`src/hdl/assert_macros.svh`:
```
// assertion macros used by the decoder back end
`ifndef ASSERT_MACROS_SVH
`define ASSERT_MACROS_SVH

// property must hold at every rising clock edge outside reset
`define ASSERT_CHECK(label, prop, msg) \
    label: assert property (@(posedge clk) disable iff (!rst_n) (prop)) else $error(msg);

// condition must never be seen outside reset
`define ASSERT_NEVER(label, cond, msg) \
    label: assert property (@(posedge clk) disable iff (!rst_n) !(cond)) else $error(msg);

`endif

```
`src/hdl/u8d_pkg.sv`:
```
// types and constants shared by the utf-8 decoder modules
`default_nettype none

package u8d_pkg;

    localparam int unsigned BYTE_W = 8;
    localparam int unsigned CP_W   = 21;
    localparam int unsigned BITS_W = 7;

    // byte class decided in the front end
    typedef enum logic [2:0] {
        CLS_ASCII = 3'd0,
        CLS_LEAD2 = 3'd1,
        CLS_LEAD3 = 3'd2,
        CLS_LEAD4 = 3'd3,
        CLS_CONT  = 3'd4,
        CLS_BAD   = 3'd5
    } cls_t;

    // one classified byte as it travels through the queue
    typedef struct packed {
        cls_t              cls;
        logic [BITS_W-1:0] bits;
        logic              eos;
    } entry_t;

endpackage

`default_nettype wire

```
`src/hdl/u8d_front.sv`:
```
// front end: holds the four-byte enable and classifies each incoming byte
`default_nettype none

module u8d_front (
    input  wire logic                       clk,
    input  wire logic                       rst_n,
    input  wire logic                       cfg_valid,
    output logic                            cfg_ready,
    input  wire logic                       cfg_allow_four_byte,
    input  wire logic [u8d_pkg::BYTE_W-1:0] data_byte,
    input  wire logic                       end_of_string,
    output u8d_pkg::entry_t                 entry
);

    logic allow_four_byte_reg;

    assign cfg_ready = 1'b1;

    always_ff @(posedge clk or negedge rst_n)
    begin
        if (!rst_n)
        begin
            allow_four_byte_reg <= 1'b1;
        end
        else if (cfg_valid)
        begin
            allow_four_byte_reg <= cfg_allow_four_byte;
        end
    end

    always_comb
    begin
        entry.eos  = end_of_string;
        entry.cls  = u8d_pkg::CLS_BAD;
        entry.bits = '0;
        case (data_byte) inside
            8'b0???????:
            begin
                entry.cls  = u8d_pkg::CLS_ASCII;
                entry.bits = data_byte[6:0];
            end
            8'b10??????:
            begin
                entry.cls  = u8d_pkg::CLS_CONT;
                entry.bits = {1'b0, data_byte[5:0]};
            end
            8'b110?????:
            begin
                entry.cls  = u8d_pkg::CLS_LEAD2;
                entry.bits = {2'b00, data_byte[4:0]};
            end
            8'b1110????:
            begin
                entry.cls  = u8d_pkg::CLS_LEAD3;
                entry.bits = {3'b000, data_byte[3:0]};
            end
            8'b11110???:
            begin
                // four-byte lead is only legal while enabled
                entry.cls  = allow_four_byte_reg ? u8d_pkg::CLS_LEAD4 : u8d_pkg::CLS_BAD;
                entry.bits = {4'b0000, data_byte[2:0]};
            end
            default:
            begin
                entry.cls  = u8d_pkg::CLS_BAD;
                entry.bits = '0;
            end
        endcase
    end

endmodule

`default_nettype wire

```
`src/hdl/u8d_queue.sv`:
```
// short fifo of classified bytes between front and back end
`default_nettype none

module u8d_queue #(
    parameter int unsigned DEPTH = 2
) (
    input  wire logic            clk,
    input  wire logic            rst_n,
    input  wire logic            push,
    input  wire u8d_pkg::entry_t push_entry,
    output logic                 full,
    input  wire logic            pop,
    output logic                 not_empty,
    output u8d_pkg::entry_t      head
);

    localparam int unsigned PTR_W = (DEPTH > 1) ? $clog2(DEPTH) : 1;
    localparam int unsigned CNT_W = $clog2(DEPTH + 1);

    u8d_pkg::entry_t mem_reg [DEPTH];
    logic [PTR_W-1:0] wr_ptr_reg;
    logic [PTR_W-1:0] wr_ptr_next;
    logic [PTR_W-1:0] rd_ptr_reg;
    logic [PTR_W-1:0] rd_ptr_next;
    logic [CNT_W-1:0] count_reg;
    logic [CNT_W-1:0] count_next;

    assign full      = (count_reg == CNT_W'(DEPTH));
    assign not_empty = (count_reg != '0);
    assign head      = mem_reg[rd_ptr_reg];

    always_comb
    begin
        wr_ptr_next = wr_ptr_reg;
        rd_ptr_next = rd_ptr_reg;
        count_next  = count_reg;
        if (push)
        begin
            wr_ptr_next = (wr_ptr_reg == PTR_W'(DEPTH - 1)) ? '0 : wr_ptr_reg + 1'b1;
        end
        if (pop)
        begin
            rd_ptr_next = (rd_ptr_reg == PTR_W'(DEPTH - 1)) ? '0 : rd_ptr_reg + 1'b1;
        end
        case ({push, pop})
            2'b10:   count_next = count_reg + 1'b1;
            2'b01:   count_next = count_reg - 1'b1;
            default: count_next = count_reg;
        endcase
    end

    always_ff @(posedge clk or negedge rst_n)
    begin
        if (!rst_n)
        begin
            wr_ptr_reg <= '0;
            rd_ptr_reg <= '0;
            count_reg  <= '0;
        end
        else
        begin
            wr_ptr_reg <= wr_ptr_next;
            rd_ptr_reg <= rd_ptr_next;
            count_reg  <= count_next;
        end
    end

    always_ff @(posedge clk)
    begin
        if (push)
        begin
            mem_reg[wr_ptr_reg] <= push_entry;
        end
    end

endmodule

`default_nettype wire

```
`src/hdl/u8d_back.sv`:
```
// back end: sequence state, code point assembly and the output register
`default_nettype none

`include "assert_macros.svh"

module u8d_back (
    input  wire logic                     clk,
    input  wire logic                     rst_n,
    input  wire logic                     q_not_empty,
    input  wire u8d_pkg::entry_t          q_head,
    output logic                          q_pop,
    output logic                          out_valid,
    input  wire logic                     out_ready,
    output logic [u8d_pkg::CP_W-1:0]      code_point,
    output logic                          decode_error,
    output logic                          string_done
);

    logic [1:0]                 pending_reg;
    logic [1:0]                 pending_next;
    logic [u8d_pkg::CP_W-1:0]   partial_reg;
    logic [u8d_pkg::CP_W-1:0]   partial_next;
    logic                       discarding_reg;
    logic                       discarding_next;
    logic                       out_valid_reg;
    logic                       out_valid_next;
    logic [u8d_pkg::CP_W-1:0]   code_point_reg;
    logic                       decode_error_reg;
    logic                       string_done_reg;
    logic [u8d_pkg::CP_W-1:0]   shifted;
    logic                       emit;
    logic                       emit_err;
    logic [u8d_pkg::CP_W-1:0]   emit_cp;

    // the output register frees a slot when it is empty or being taken
    assign q_pop   = q_not_empty && (!out_valid_reg || out_ready);
    assign shifted = {partial_reg[u8d_pkg::CP_W-7:0], q_head.bits[5:0]};

    assign out_valid    = out_valid_reg;
    assign code_point   = code_point_reg;
    assign decode_error = decode_error_reg;
    assign string_done  = string_done_reg;

    always_comb
    begin
        pending_next    = pending_reg;
        partial_next    = partial_reg;
        discarding_next = discarding_reg;
        emit            = 1'b0;
        emit_err        = 1'b0;
        emit_cp         = '0;
        if (q_pop)
        begin
            if (discarding_reg)
            begin
                if (q_head.eos)
                begin
                    discarding_next = 1'b0;
                end
            end
            else if (pending_reg != 2'd0)
            begin
                if (q_head.cls != u8d_pkg::CLS_CONT)
                begin
                    emit_err = 1'b1;
                end
                else if (pending_reg == 2'd1)
                begin
                    pending_next = 2'd0;
                    partial_next = '0;
                    emit         = 1'b1;
                    emit_cp      = shifted;
                end
                else if (q_head.eos)
                begin
                    // string ends mid-sequence
                    emit_err = 1'b1;
                end
                else
                begin
                    pending_next = pending_reg - 2'd1;
                    partial_next = shifted;
                end
            end
            else
            begin
                case (q_head.cls)
                    u8d_pkg::CLS_ASCII:
                    begin
                        emit    = 1'b1;
                        emit_cp = u8d_pkg::CP_W'(q_head.bits);
                    end
                    u8d_pkg::CLS_LEAD2, u8d_pkg::CLS_LEAD3, u8d_pkg::CLS_LEAD4:
                    begin
                        if (q_head.eos)
                        begin
                            emit_err = 1'b1;
                        end
                        else
                        begin
                            partial_next = u8d_pkg::CP_W'(q_head.bits);
                            case (q_head.cls)
                                u8d_pkg::CLS_LEAD2: pending_next = 2'd1;
                                u8d_pkg::CLS_LEAD3: pending_next = 2'd2;
                                default:            pending_next = 2'd3;
                            endcase
                        end
                    end
                    default:
                    begin
                        emit_err = 1'b1;
                    end
                endcase
            end
            if (emit_err)
            begin
                emit            = 1'b1;
                emit_cp         = '0;
                pending_next    = 2'd0;
                partial_next    = '0;
                discarding_next = !q_head.eos;
            end
        end
    end

    always_comb
    begin
        out_valid_next = out_valid_reg;
        if (q_pop)
        begin
            out_valid_next = emit;
        end
        else if (out_ready)
        begin
            out_valid_next = 1'b0;
        end
    end

    always_ff @(posedge clk or negedge rst_n)
    begin
        if (!rst_n)
        begin
            pending_reg    <= 2'd0;
            partial_reg    <= '0;
            discarding_reg <= 1'b0;
            out_valid_reg  <= 1'b0;
        end
        else
        begin
            pending_reg    <= pending_next;
            partial_reg    <= partial_next;
            discarding_reg <= discarding_next;
            out_valid_reg  <= out_valid_next;
        end
    end

    always_ff @(posedge clk)
    begin
        if (q_pop && emit)
        begin
            code_point_reg   <= emit_cp;
            decode_error_reg <= emit_err;
            string_done_reg  <= q_head.eos;
        end
    end

    `ASSERT_NEVER(a_disc_idle, discarding_reg && (pending_reg != 2'd0),
        "discarding while a sequence is open")
    `ASSERT_CHECK(a_err_zero, out_valid_reg && decode_error_reg |-> code_point_reg == '0,
        "error result with nonzero code point")
    `ASSERT_NEVER(a_no_overrun, q_pop && out_valid_reg && !out_ready,
        "queue popped while result is stalled")

endmodule

`default_nettype wire

```
`src/hdl/utf8_stream_decoder.sv`:
```
// an accepted byte is registered in the queue; the result it completes is then registered at the output
// throughput: one byte per cycle; output stalls fill the queue before in_ready drops
// the queue depth sets how many stall cycles the front end absorbs on its own
// reset: asynchronous active low; clears the sequence state, queue and output valid
// reset sets the four-byte enable to one
`default_nettype none

module utf8_stream_decoder #(
    parameter int unsigned QUEUE_DEPTH = 2
) (
    input  wire logic                       clk,
    input  wire logic                       rst_n,
    input  wire logic                       cfg_valid,
    output logic                            cfg_ready,
    input  wire logic                       cfg_allow_four_byte,
    input  wire logic                       in_valid,
    output logic                            in_ready,
    input  wire logic [u8d_pkg::BYTE_W-1:0] data_byte,
    input  wire logic                       end_of_string,
    output logic                            out_valid,
    input  wire logic                       out_ready,
    output logic [u8d_pkg::CP_W-1:0]        code_point,
    output logic                            decode_error,
    output logic                            string_done
);

    u8d_pkg::entry_t front_entry;
    u8d_pkg::entry_t q_head;
    logic            q_full;
    logic            q_not_empty;
    logic            q_pop;

    assign in_ready = !q_full;

    u8d_front u_front (
        .clk                 (clk),
        .rst_n               (rst_n),
        .cfg_valid           (cfg_valid),
        .cfg_ready           (cfg_ready),
        .cfg_allow_four_byte (cfg_allow_four_byte),
        .data_byte           (data_byte),
        .end_of_string       (end_of_string),
        .entry               (front_entry)
    );

    u8d_queue #(
        .DEPTH (QUEUE_DEPTH)
    ) u_queue (
        .clk        (clk),
        .rst_n      (rst_n),
        .push       (in_valid && !q_full),
        .push_entry (front_entry),
        .full       (q_full),
        .pop        (q_pop),
        .not_empty  (q_not_empty),
        .head       (q_head)
    );

    u8d_back u_back (
        .clk          (clk),
        .rst_n        (rst_n),
        .q_not_empty  (q_not_empty),
        .q_head       (q_head),
        .q_pop        (q_pop),
        .out_valid    (out_valid),
        .out_ready    (out_ready),
        .code_point   (code_point),
        .decode_error (decode_error),
        .string_done  (string_done)
    );

endmodule

`default_nettype wire

```
`config.mk`:
```
export PLATFORM = sky130hd
export DESIGN_NAME = utf8_stream_decoder
export DESIGN_NICKNAME = d
export VERILOG_FILES = /design/src/hdl/u8d_pkg.sv /design/src/hdl/u8d_front.sv /design/src/hdl/u8d_queue.sv /design/src/hdl/u8d_back.sv /design/src/hdl/utf8_stream_decoder.sv
export VERILOG_INCLUDE_DIRS = /design/src /design/src/hdl
export SDC_FILE = /design/constraint.sdc
export NUM_CORES = 1
export LEC_CHECK = 0
export BUFFER_PORTS_ARGS = -buffer_cell sky130_fd_sc_hd__buf_2
export CAP_MARGIN = 25
export CORE_ASPECT_RATIO = 1.5
export CORE_MARGIN = 1.5
export CORE_UTILIZATION = 40
export DETAILED_ROUTE_END_ITERATION = 7
export GPL_TIMING_DRIVEN = 0
export SLEW_MARGIN = 20
export SYNTH_ARGS = -nofsm -noshare
export SYNTH_HDL_FRONTEND = slang
export SYNTH_SLANG_ARGS = --single-unit
```
`constraint.sdc`:
```
create_clock -name clk -period 3.8 [get_ports clk]
set_clock_uncertainty 0.15 [all_clocks]
set_input_delay 0.38 -clock clk [delete_from_list [all_inputs] [get_ports clk]]
set_output_delay 0.38 -clock clk [all_outputs]
set_load 0.02 [all_outputs]
```
==> impl_metrics.toml, run 1 <==
[status]
status = "finished, final reports clean"

[synthesis]
ys_warn_count = 0
synth_top_family_by_area = "compound AO/OA/AOI/OAI gates"
avgSynthCellArea_sq_um = 13.7
synth-simple-area-share_pct = 12.2
synthMuxAreaShare_pct = 4.20
synth_xor_area_share_pct = 1.46
synthAdderAreaFrac_pct = 1.25
syn-cell-area_sq_mm = 0.00301
yosysUniqueCellTypes = 50
syn_inst = 220
async_flop_share_pct = 34.8
ys_ff_latch = 69
yosysTopAreaCellShare_pct = 44.9
yosysTopAreaCell = "edfxtp_1"
synth_edf_count = 45
synth_ff_type = "edfxtp_1"
synth.net_count = 238
synth.area.top_cells = "edfxtp_1 45%, dfrtp_1 19%, and2_1 3.7%"
synth_compound_area_share_pct = 12.6
ys_seq_area_share_pct = 64.9

[cells_and_area]
final_cell_mix = "45 x edfxtp_1, 41 x buf_2, 23 x dfrtp_1"
design_area_sq_mm = 0.00359
layout_commonest_cell = "edfxtp_1"
largest_reg_flops = 22
n_antenna_cell = 0
areaGrowthSynthToFinish_pct = 19.5
final_nets = 290
ff_latch_area_sq_mm = 0.00195
instances_no_fill = 377
drive_gt1_share_pct = 26.7
fin_util_pct = 49.4
fill_cells = 670
multi_input_area_sq_um = 963

[place]
io_buffers = 39
place_congestion = 0.830
placed_cells = 360
dpl_cell_area_sq_mm = 0.00334
dpl.hpwl_um = 3880
place_ws_ns = 1.09

[drt]
drt-pass1-iter-count = 4
detail_route.wl_per_cell_um = 13.9
drt_wl_total_um = 5230
vias = 1888
antenna_left = 0
viasPerCell = 5.01
drt_iter0_markers = 84
drc = 0

[die]
dieWidth_um = 73.8
core_area_sq_mm = 0.00727
die_h_um = 109
ios = 41
dieArea_sq_mm = 0.00806
start_util_pct = 41.4
rows = 38

[clock_tree]
clk_pin_slew_ns = 0.07
cts_tree = "built"
cts.sinks = 69
cts-root-buf = "clkbuf_8"
cts_buffer_depth = 2
cts_resized = 0
numCtsBuffers = 9
cts-htree-levels = 3
clk_latency_ns = 0.35

[critical_path]
crit_required_ns = 3.70
start_kind = "flop"
regToRegEndpoint = "u_back.code_point[15]"
path_class = "flop to flop"
r2r_slack_ns = 1.11
crit_path_end_kind = "flop"
arrival_ns = 2.58
regToRegStartpoint = "u_back.pending_reg[0]"
critPathMaxFanout = 16
r2r_cells = 7

[power]
power_leakage_nw = 1.46
p_sw_share_pct = 36.7
switching_power_mw = 1.15
power_mw = 3.13
p_clk_share_pct = 22.7
p_int_mw = 1.98
power_frac_comb_pct = 37.7
power.density_mw_per_mm2 = 869
power_frac_seq_pct = 39.6
irDropWorstVdd_mv = 0.327

[sta]
max_slew_margin_pct = 40.7
finalCritPeriodShare_pct = 70.7
finalHoldViolCount = 0
finalSetupTns_ns = 0
setup_violations = 0
tightest_slew_ns = 0.886
maxSlewViolCount = 0
finalWorstSetupSlack_ns = 1.11
fin_crit_ns = 2.69
rsz0062_at_grt = "false"
fmax_mhz = 372
timing.hold.ws_ns = 0.0803

[grt]
grt_usage_pct = 14.6
grt_max_degree = 25
grt_overflow_total = 0
antenna_found_initial = 0
first_global_vias = 1858
grt_pass1_wl_um = 8640

[hold_path]
whs_endpoint = "u_queue.mem_reg[0][0]"
min_from = "end_of_string"
worstHoldPathCells = 1
min_path_type = "input port to flop"

[flow_run]
drv_cap = 0
worst max-delay path: stages (launching register included):
cell     delay (ns)
dfrtp_1        0.38
inv_1          0.12
ha_1           0.25
buf_1          0.39
mux2_2         0.25
nand3_1        0.28
o21ai_2        0.32
buf_6          0.25
kinds of logic (layout without fill, tap and decap cells):
group,Yosys count,in the layout
AO/OA/AOI/OAI,46,46
XOR/XNOR,5,5
adder cells (fa/ha/maj),3,3
buffers and inverters,18,75
flip-flops,69,69
multiplexers,12,12
other,1,1
AND/OR/NAND/NOR,66,66
worst max path at each step:
stage,startpoint,endpoint,slack (ns),depth (start not counted)
after floorplan,u_back.out_valid,u_back.code_point[0],0.31,4
after global placement,u_back.pending_reg[0],u_back.code_point[0],-0.43,5
after CTS,u_back.pending_reg[0],u_back.code_point[11],1.07,7
after global routing,u_back.pending_reg[0],u_back.code_point[15],0.91,7
after detailed placement,u_back.pending_reg[0],u_back.code_point[0],1.09,7
final,u_back.pending_reg[0],u_back.code_point[15],1.11,7
power groups by stage:
stage                     clock (mW)  sequential, mW  combinational (mW)
after detailed placement           0            1.26                1.19
final                          0.709            1.24                1.18
after global routing           0.757            1.27                1.31
after CTS                      0.723            1.24                1.20
after global placement             0            1.26                1.15
after floorplan                    0            1.42               0.682
synthesized netlist by cell type (5+ instances only):
cell	n
nor2_1	19
o31ai_1	7
dfrtp_1	23
inv_1	10
and2_1	18
mux2i_1	9
edfxtp_1	45
nand2_1	7
o21ai_0	8
nand3_1	5
a22o_1	8
timing repair:
| action | CTS | global route |
|---|---|---|
| setup buffers | 0 | 0 |
| hold buffers | 1 | 0 |
| hold endpoints to repair | 23 | 0 |
| setup endpoints to repair | 0 | 0 |
metal layers:
metal / vias to the layer above / routed length (um) / global-route usage (%)
met2: 34 / 2910 / 26.1
met3: 11 / 179 / 3.88
met4: 0 / 121 / 7.80
li1: 915 / - / -
met5: - / 0 / 0
met1: 928 / 2010 / 15.3
final cells by class:
type / count / area share, %
repair buffers: 41 / 6.02
clock inverters: 6 / 3.13
plain buffers: 8 / 1.64
flip-flops and latches: 69 / 54.3
clock buffers: 10 / 3.55
multi-input cells: 133 / 26.8
well taps: 100 / 3.48
inverters: 10 / 1.04
No activity file was read; power rests on OpenSTA's default activity.
==> run 2: changes to the inputs <==
==> constraint.sdc (replaced) <==
create_clock -name clk -period 2.47 [get_ports clk]
set_clock_uncertainty 0.15 [all_clocks]
set_input_delay 0.247 -clock clk [delete_from_list [all_inputs] [get_ports clk]]
set_output_delay 0.247 -clock clk [all_outputs]
set_load 0.02 [all_outputs]
==> run 2 against run 1 <==
Effect of this change:
- maximum frequency up 16%
- setup slack worse by 0.96 ns
- routed wire length up 1.8%
- die area unchanged
- largest cell class unchanged
- largest power group unchanged
==> impl_metrics.toml, run 2 (synthesis results as in run 1) <==
[hold_path]
min_path_type = "input port to flop"

[cells_and_area]
fin_util_pct = 49.9
areaGrowthSynthToFinish_pct = 20.6
design_area_sq_mm = 0.00363
n_antenna_cell = 0
largest_reg_flops = 22
final_cell_mix = "45 x edfxtp_1, 42 x buf_2, 23 x dfrtp_1"
final_nets = 293
layout_commonest_cell = "edfxtp_1"
instances_no_fill = 380
fill_cells = 674
drive_gt1_share_pct = 28.2

[die]
core_area_sq_mm = 0.00727
dieArea_sq_mm = 0.00806
dieWidth_um = 73.8
ios = 41
die_h_um = 109
start_util_pct = 41.4
rows = 38

[clock_tree]
cts.sinks = 69
cts_buffer_depth = 2
cts-htree-levels = 3
cts_tree = "built"
numCtsBuffers = 9
clk_pin_slew_ns = 0.08
cts-root-buf = "clkbuf_8"
clk_latency_ns = 0.35
post_cts_buffers = 0

[critical_path]
critPathBufInv = 3
start_kind = "flop"
crit_required_ns = 2.37
path_class = "flop to flop"
cpLargestDelayFamily = "buffers and inverters"
crit_path_end_kind = "flop"
slowest_stage = "dfrtp_1"
arrival_ns = 2.22
critPathMaxFanout = 16
cpPeakStageDelay_ns = 0.38
crit_chain = "inv_1, ha_1, buf_2, mux2_2, nand3_2, o21ai_4, buf_6"

[drt]
drc = 0
viasPerCell = 4.94
antenna_left = 0
detail_route.wl_per_cell_um = 14.0
drt_wl_total_um = 5320
drt-pass1-iter-count = 4
vias = 1877
drt_iter0_markers = 75

[place]
io_buffers = 39
placed_cells = 360
place_ws_ns = -0.248
dpl_cell_area_sq_mm = 0.00334
place_congestion = 0.808
dpl.hpwl_um = 3910

[power]
power_mw = 4.76
power.density_mw_per_mm2 = 1310
p_sw_share_pct = 37.7
switching_power_mw = 1.79
power_leakage_nw = 1.46
power_frac_comb_pct = 39.2
irDropWorstVdd_mv = 0.542
p_int_mw = 2.97
power_frac_seq_pct = 40.0
p_clk_share_pct = 20.8

[flow_run]
drv_cap = 0

[sta]
tightest_slew_ns = 0.881
maxSlewViolCount = 0
finalWorstSetupSlack_ns = 0.153
rsz0062_at_grt = "false"
max_slew_margin_pct = 41.0
setup_violations = 0
fin_crit_ns = 2.32
timing.hold.ws_ns = 0.0471
finalHoldViolCount = 0
fmax_mhz = 432
finalCritPeriodShare_pct = 93.8
finalSetupTns_ns = 0

[grt]
grt_max_degree = 25
antenna_found_initial = 0
first_global_vias = 1893
grt_overflow_total = 0
grt_usage_pct = 15.2
grt_pass1_wl_um = 8870

[status]
status = "finished, final reports clean"
run 2: area by class of cell:
class | count | area, sq um | share of cell area [%]
Clock inverter | 6 | 88.8 | 2.45
Sequential cell | 69 | 1950 | 53.8
Tap cell | 100 | 125 | 3.45
Timing Repair Buffer | 44 | 246 | 6.79
Clock buffer | 10 | 128 | 3.52
Buffer | 8 | 60.1 | 1.66
Multi-Input combinational cell | 133 | 990 | 27.3
Inverter | 10 | 37.5 | 1.03
run 2: worst paths after layout:
| kind | slack (ns) | start | to | cells past startpoint |
|---|---|---|---|---|
| setup / recovery | 0.15 | u_back.pending_reg[0] | u_back.code_point[10] | 7 |
| hold / removal | 0.05 | data_byte[1] | u_queue.mem_reg[1][2] | 2 |
| setup reg to reg | 0.15 | u_back.pending_reg[0] | u_back.code_point[10] | 7 |
| hold reg to reg | 0.34 | u_queue.wr_ptr_reg | u_queue.wr_ptr_reg | 1 |
| max in group asynchronous | 1.49 | rst_n | u_back.pending_reg[1] | 2 |
| min in group asynchronous | 0.28 | rst_n | u_queue.wr_ptr_reg | 2 |
run 2: power by group through the flow:
stage / registers, mW / logic [mW] / clock network [mW]
after floorplan: 2.18 / 1.06 / 0
after global placement: 1.92 / 1.79 / 0
after detailed placement: 1.93 / 1.83 / 0
after CTS: 1.91 / 1.88 / 1.01
after global routing: 1.95 / 2.07 / 1.07
final: 1.90 / 1.87 / 0.990
run 2: repair_timing:
action / 4_1_cts / 5_1_grt
resized for setup: 4 / 2
endpoints found under the setup margin: 23 / 23
hold buffers: 4 / 0
cloned: 0 / 0
hold endpoints to repair: 26 / 0
run 2: worst register-to-register path, cell delays in order, from the launching register on:
cell and delay, ns:
dfrtp_1 0.38, inv_1 0.11, ha_1 0.24, buf_2 0.26
mux2_2 0.22, nand3_2 0.21, o21ai_4 0.22, buf_6 0.24
run 2: routing by layer:
layer / global-route usage (%) / wire length [um]
met4: 7.54 / 93
met5: 0 / 0
met3: 5.08 / 173
met1: 15.8 / 2030
met2: 26.6 / 3020
==> run 3: changes to the inputs <==
--- a/config.mk
+++ b/config.mk
@@ -6,13 +6,15 @@
 export SDC_FILE = /design/constraint.sdc
 export NUM_CORES = 1
 export LEC_CHECK = 0
+export ABC_AREA = 1
 export BUFFER_PORTS_ARGS = -buffer_cell sky130_fd_sc_hd__buf_2
 export CAP_MARGIN = 25
 export CORE_ASPECT_RATIO = 1.5
 export CORE_MARGIN = 1.5
-export CORE_UTILIZATION = 40
+export CORE_UTILIZATION = 52
 export DETAILED_ROUTE_END_ITERATION = 7
 export GPL_TIMING_DRIVEN = 0
+export PLACE_DENSITY = 0.76
 export SLEW_MARGIN = 20
 export SYNTH_ARGS = -nofsm -noshare
 export SYNTH_HDL_FRONTEND = slang
==> run 3 against run 2 <==
Effect of this change:
- synthesized cell count up 35%
- count of clock-buffer cells in the layout up 1
- first-iteration DRC count up 110%
- non-clock buffer count down 1
- final cell count up 13%
- worst hold slack worse by 0.027 ns
- via count up 15%
- total power up 7.7%
- core utilization up 13 points
==> impl_metrics.toml, run 3 <==
[drt]
detail_route.wl_per_cell_um = 13.3
drt_wl_total_um = 5730
viasPerCell = 4.99
antenna_left = 0
vias = 2152
drt_iter0_markers = 154
drt-pass1-iter-count = 4
drc = 0

[grt]
grt_max_degree = 25
grt_usage_pct = 18.6
antenna_found_initial = 0
first_global_vias = 2132
grt_pass1_wl_um = 9110
grt_overflow_total = 0

[sta]
fin_crit_ns = 2.33
tightest_slew_ns = 0.925
finalCritPeriodShare_pct = 94.1
setup_violations = 0
finalHoldViolCount = 0
fmax_mhz = 430
maxSlewViolCount = 0
max_slew_margin_pct = 38.1
rsz0062_at_grt = "false"

[place]
dpl.hpwl_um = 4040
io_buffers = 39
place_congestion = 0.862
placed_cells = 410

[synthesis]
synth_edf_count = 45
ys_seq_area_share_pct = 60.0
ys_warn_count = 0
async_flop_share_pct = 34.8
yosysUniqueCellTypes = 35
yosys.cell_count.top_type = "nand2_1"
yosysTopAreaCell = "edfxtp_1"
syn-cell-area_sq_mm = 0.00325
synth_ff_type = "edfxtp_1"
syn_inst = 297
yosys-top-cells-count = "57 x nand2_1, 45 x edfxtp_1, 36 x inv_1"
synth.net_count = 315
synth.area.top_cells = "edfxtp_1 42%, dfrtp_1 18%, nand2_1 6.6%"
yosysTopAreaCellShare_pct = 41.5
ys_ff_latch = 69
avgSynthCellArea_sq_um = 11.0

[die]
dieArea_sq_mm = 0.00675
ios = 41
core_area_sq_mm = 0.00609
start_util_pct = 53.5
dieWidth_um = 67.6
rows = 35
die_h_um = 99.9

[critical_path]
cpLargestDelayFamily = "simple AND/OR/NAND/NOR gates"
cp-endpoint = "u_back.code_point[6]"
r2r_cells = 8
critPathBufInv = 3
path_depth = 8
cp-startpoint = "u_back.pending_reg[0]"
arrival_ns = 2.21
regToRegEndpoint = "u_back.code_point[6]"
cpPeakStageDelay_ns = 0.39
r2r_slack_ns = 0.14
crit_required_ns = 2.36
crit_path_end_kind = "flop"
crit_chain = "inv_1, ha_1, inv_1, clkbuf_2, nand3_1, nand2_1, nand2_2, nand2_4"
worst_path_most_repeated_cell = "inv_1"
path_class = "flop to flop"
slowest_stage = "dfrtp_1"
start_kind = "flop"
regToRegStartpoint = "u_back.pending_reg[0]"
critPathMaxFanout = 11

[power]
power_frac_seq_pct = 37.4
power.density_mw_per_mm2 = 1340
p_int_mw = 3.03
p_clk_share_pct = 19.2
power_frac_comb_pct = 43.4
power_leakage_nw = 1.72
switching_power_mw = 2.09
irDropWorstVdd_mv = 0.722
p_sw_share_pct = 40.9
power_mw = 5.13

[cells_and_area]
largest_reg_flops = 22
final_cell_mix = "55 x nand2_1, 45 x edfxtp_1, 39 x buf_2"
drive_gt1_share_pct = 28.3
n_antenna_cell = 0
areaGrowthSynthToFinish_pct = 17.6
instances_no_fill = 431
final_nets = 370
layout_commonest_cell = "nand2_1"

[hold_path]
min_path_type = "input port to flop"

[clock_tree]
clk_pin_slew_ns = 0.07
clk_latency_ns = 0.35
cts.sinks = 69
cts_buffer_depth = 2
cts-htree-levels = 3
numCtsBuffers = 9
cts-root-buf = "clkbuf_8"
cts_tree = "built"

[flow_run]
drv_cap = 0

[status]
status = "finished, final reports clean"
run 3: cell count changes after synthesis, sizes merged, moves of 3 or more:
cell / before / now
a22o: 8 / 0
o31ai: 7 / 0
nor2: 19 / 43
mux2i: 10 / 7
inv: 10 / 40
and2: 18 / 0
a21oi: 3 / 16
nand2: 7 / 72
nand2b: 3 / 0
nor2b: 3 / 0
o21ai: 8 / 3
nand3: 5 / 24
run 3: repair_timing:
item,CTS,global route
resized for setup,3,2
setup buffers,0,0
endpoints found under the setup margin,23,23
cloned,0,1
hold endpoints to repair,26,0
hold buffers,4,0
pin swaps,0,1
run 3: logic make-up (layout without fill, tap and decap cells):
logic type / Yosys count / count (layout) / share of synthesized area [%]
XOR/XNOR: 3 / 3 / 0.808
other: 1 / 1 / 0.115
adder cells (fa/ha/maj): 3 / 3 / 1.15
buffers and inverters: 49 / 108 / 7.15
flip-flops: 69 / 69 / 60.0
AO/OA/AOI/OAI: 22 / 22 / 3.92
AND/OR/NAND/NOR: 142 / 143 / 24.3
multiplexers: 8 / 8 / 2.50
run 3: worst reg2reg max path: stages (launching register included):
cell and delay (ns):
dfrtp_1 0.39, inv_1 0.09, ha_1 0.26, inv_1 0.20
clkbuf_2 0.27, nand3_1 0.10, nand2_1 0.10, nand2_2 0.20
nand2_4 0.25
run 3: stage by stage:
| stage | hold slack [ns] | setup WS [ns] | cell area, sq um | TNS [ns] | utilization [%] |
|---|---|---|---|---|---|
| detailed placement | 0.129 | -0.490 | 3540 | -11.23 | 58.2 |
| global route | 0.0177 | 0.00183 | 3830 | 0 | 62.9 |
| finish | 0.0198 | 0.145 | 3830 | 0 | 62.9 |
| CTS | 0.00180 | 0.0476 | 3810 | 0 | 62.5 |
| global placement | 0.125 | -0.438 | 3540 | -10.02 | 58.2 |
| floorplan | -0.199 | 0.00697 | 3250 | 0 | - |
run 3: per-layer routing:
| metal | global-route usage, % | vias to the layer above | share of wire, % |
|---|---|---|---|
| li1 | - | 1068 | - |
| met4 | 10.0 | 0 | 1.4 |
| met1 | 17.2 | 1023 | 36 |
| met3 | 5.72 | 6 | 4.7 |
| met2 | 34.3 | 55 | 58 |
| met5 | 0 | - | 0 |
run 3: worst min-delay path by stage:
stage	from	endpoint	slack, ns	cells past startpoint
floorplan	rst_n	u_back.discarding_reg	-0.20	0
global placement	rst_n	u_queue.count_reg[0]	0.12	1
detailed placement	rst_n	u_queue.count_reg[0]	0.13	1
CTS	in_valid	u_queue.wr_ptr_reg	0.002	3
global route	in_valid	u_queue.wr_ptr_reg	0.02	3
finish	in_valid	u_queue.wr_ptr_reg	0.02	3
run 3: power groups by stage:
stage                     combinational (mW)  sequential, mW  clock, mW
after global placement                  2.08            1.92          0
final                                   2.22            1.92      0.987
after floorplan                         1.39            2.18          0
after global routing                    2.44            1.97       1.05
after CTS                               2.17            1.92       1.00
after detailed placement                2.13            1.95          0
run 3: cell type report:
cell class | instances | area [sq um]
Fill cell | 511 | 2260
Sequential cell | 69 | 1950
Multi-Input combinational cell | 180 | 1100
Timing Repair Buffer | 43 | 235
Inverter | 41 | 156
Clock buffer | 11 | 141
Tap cell | 74 | 92.6
Buffer | 8 | 77.6
Clock inverter | 5 | 73.8
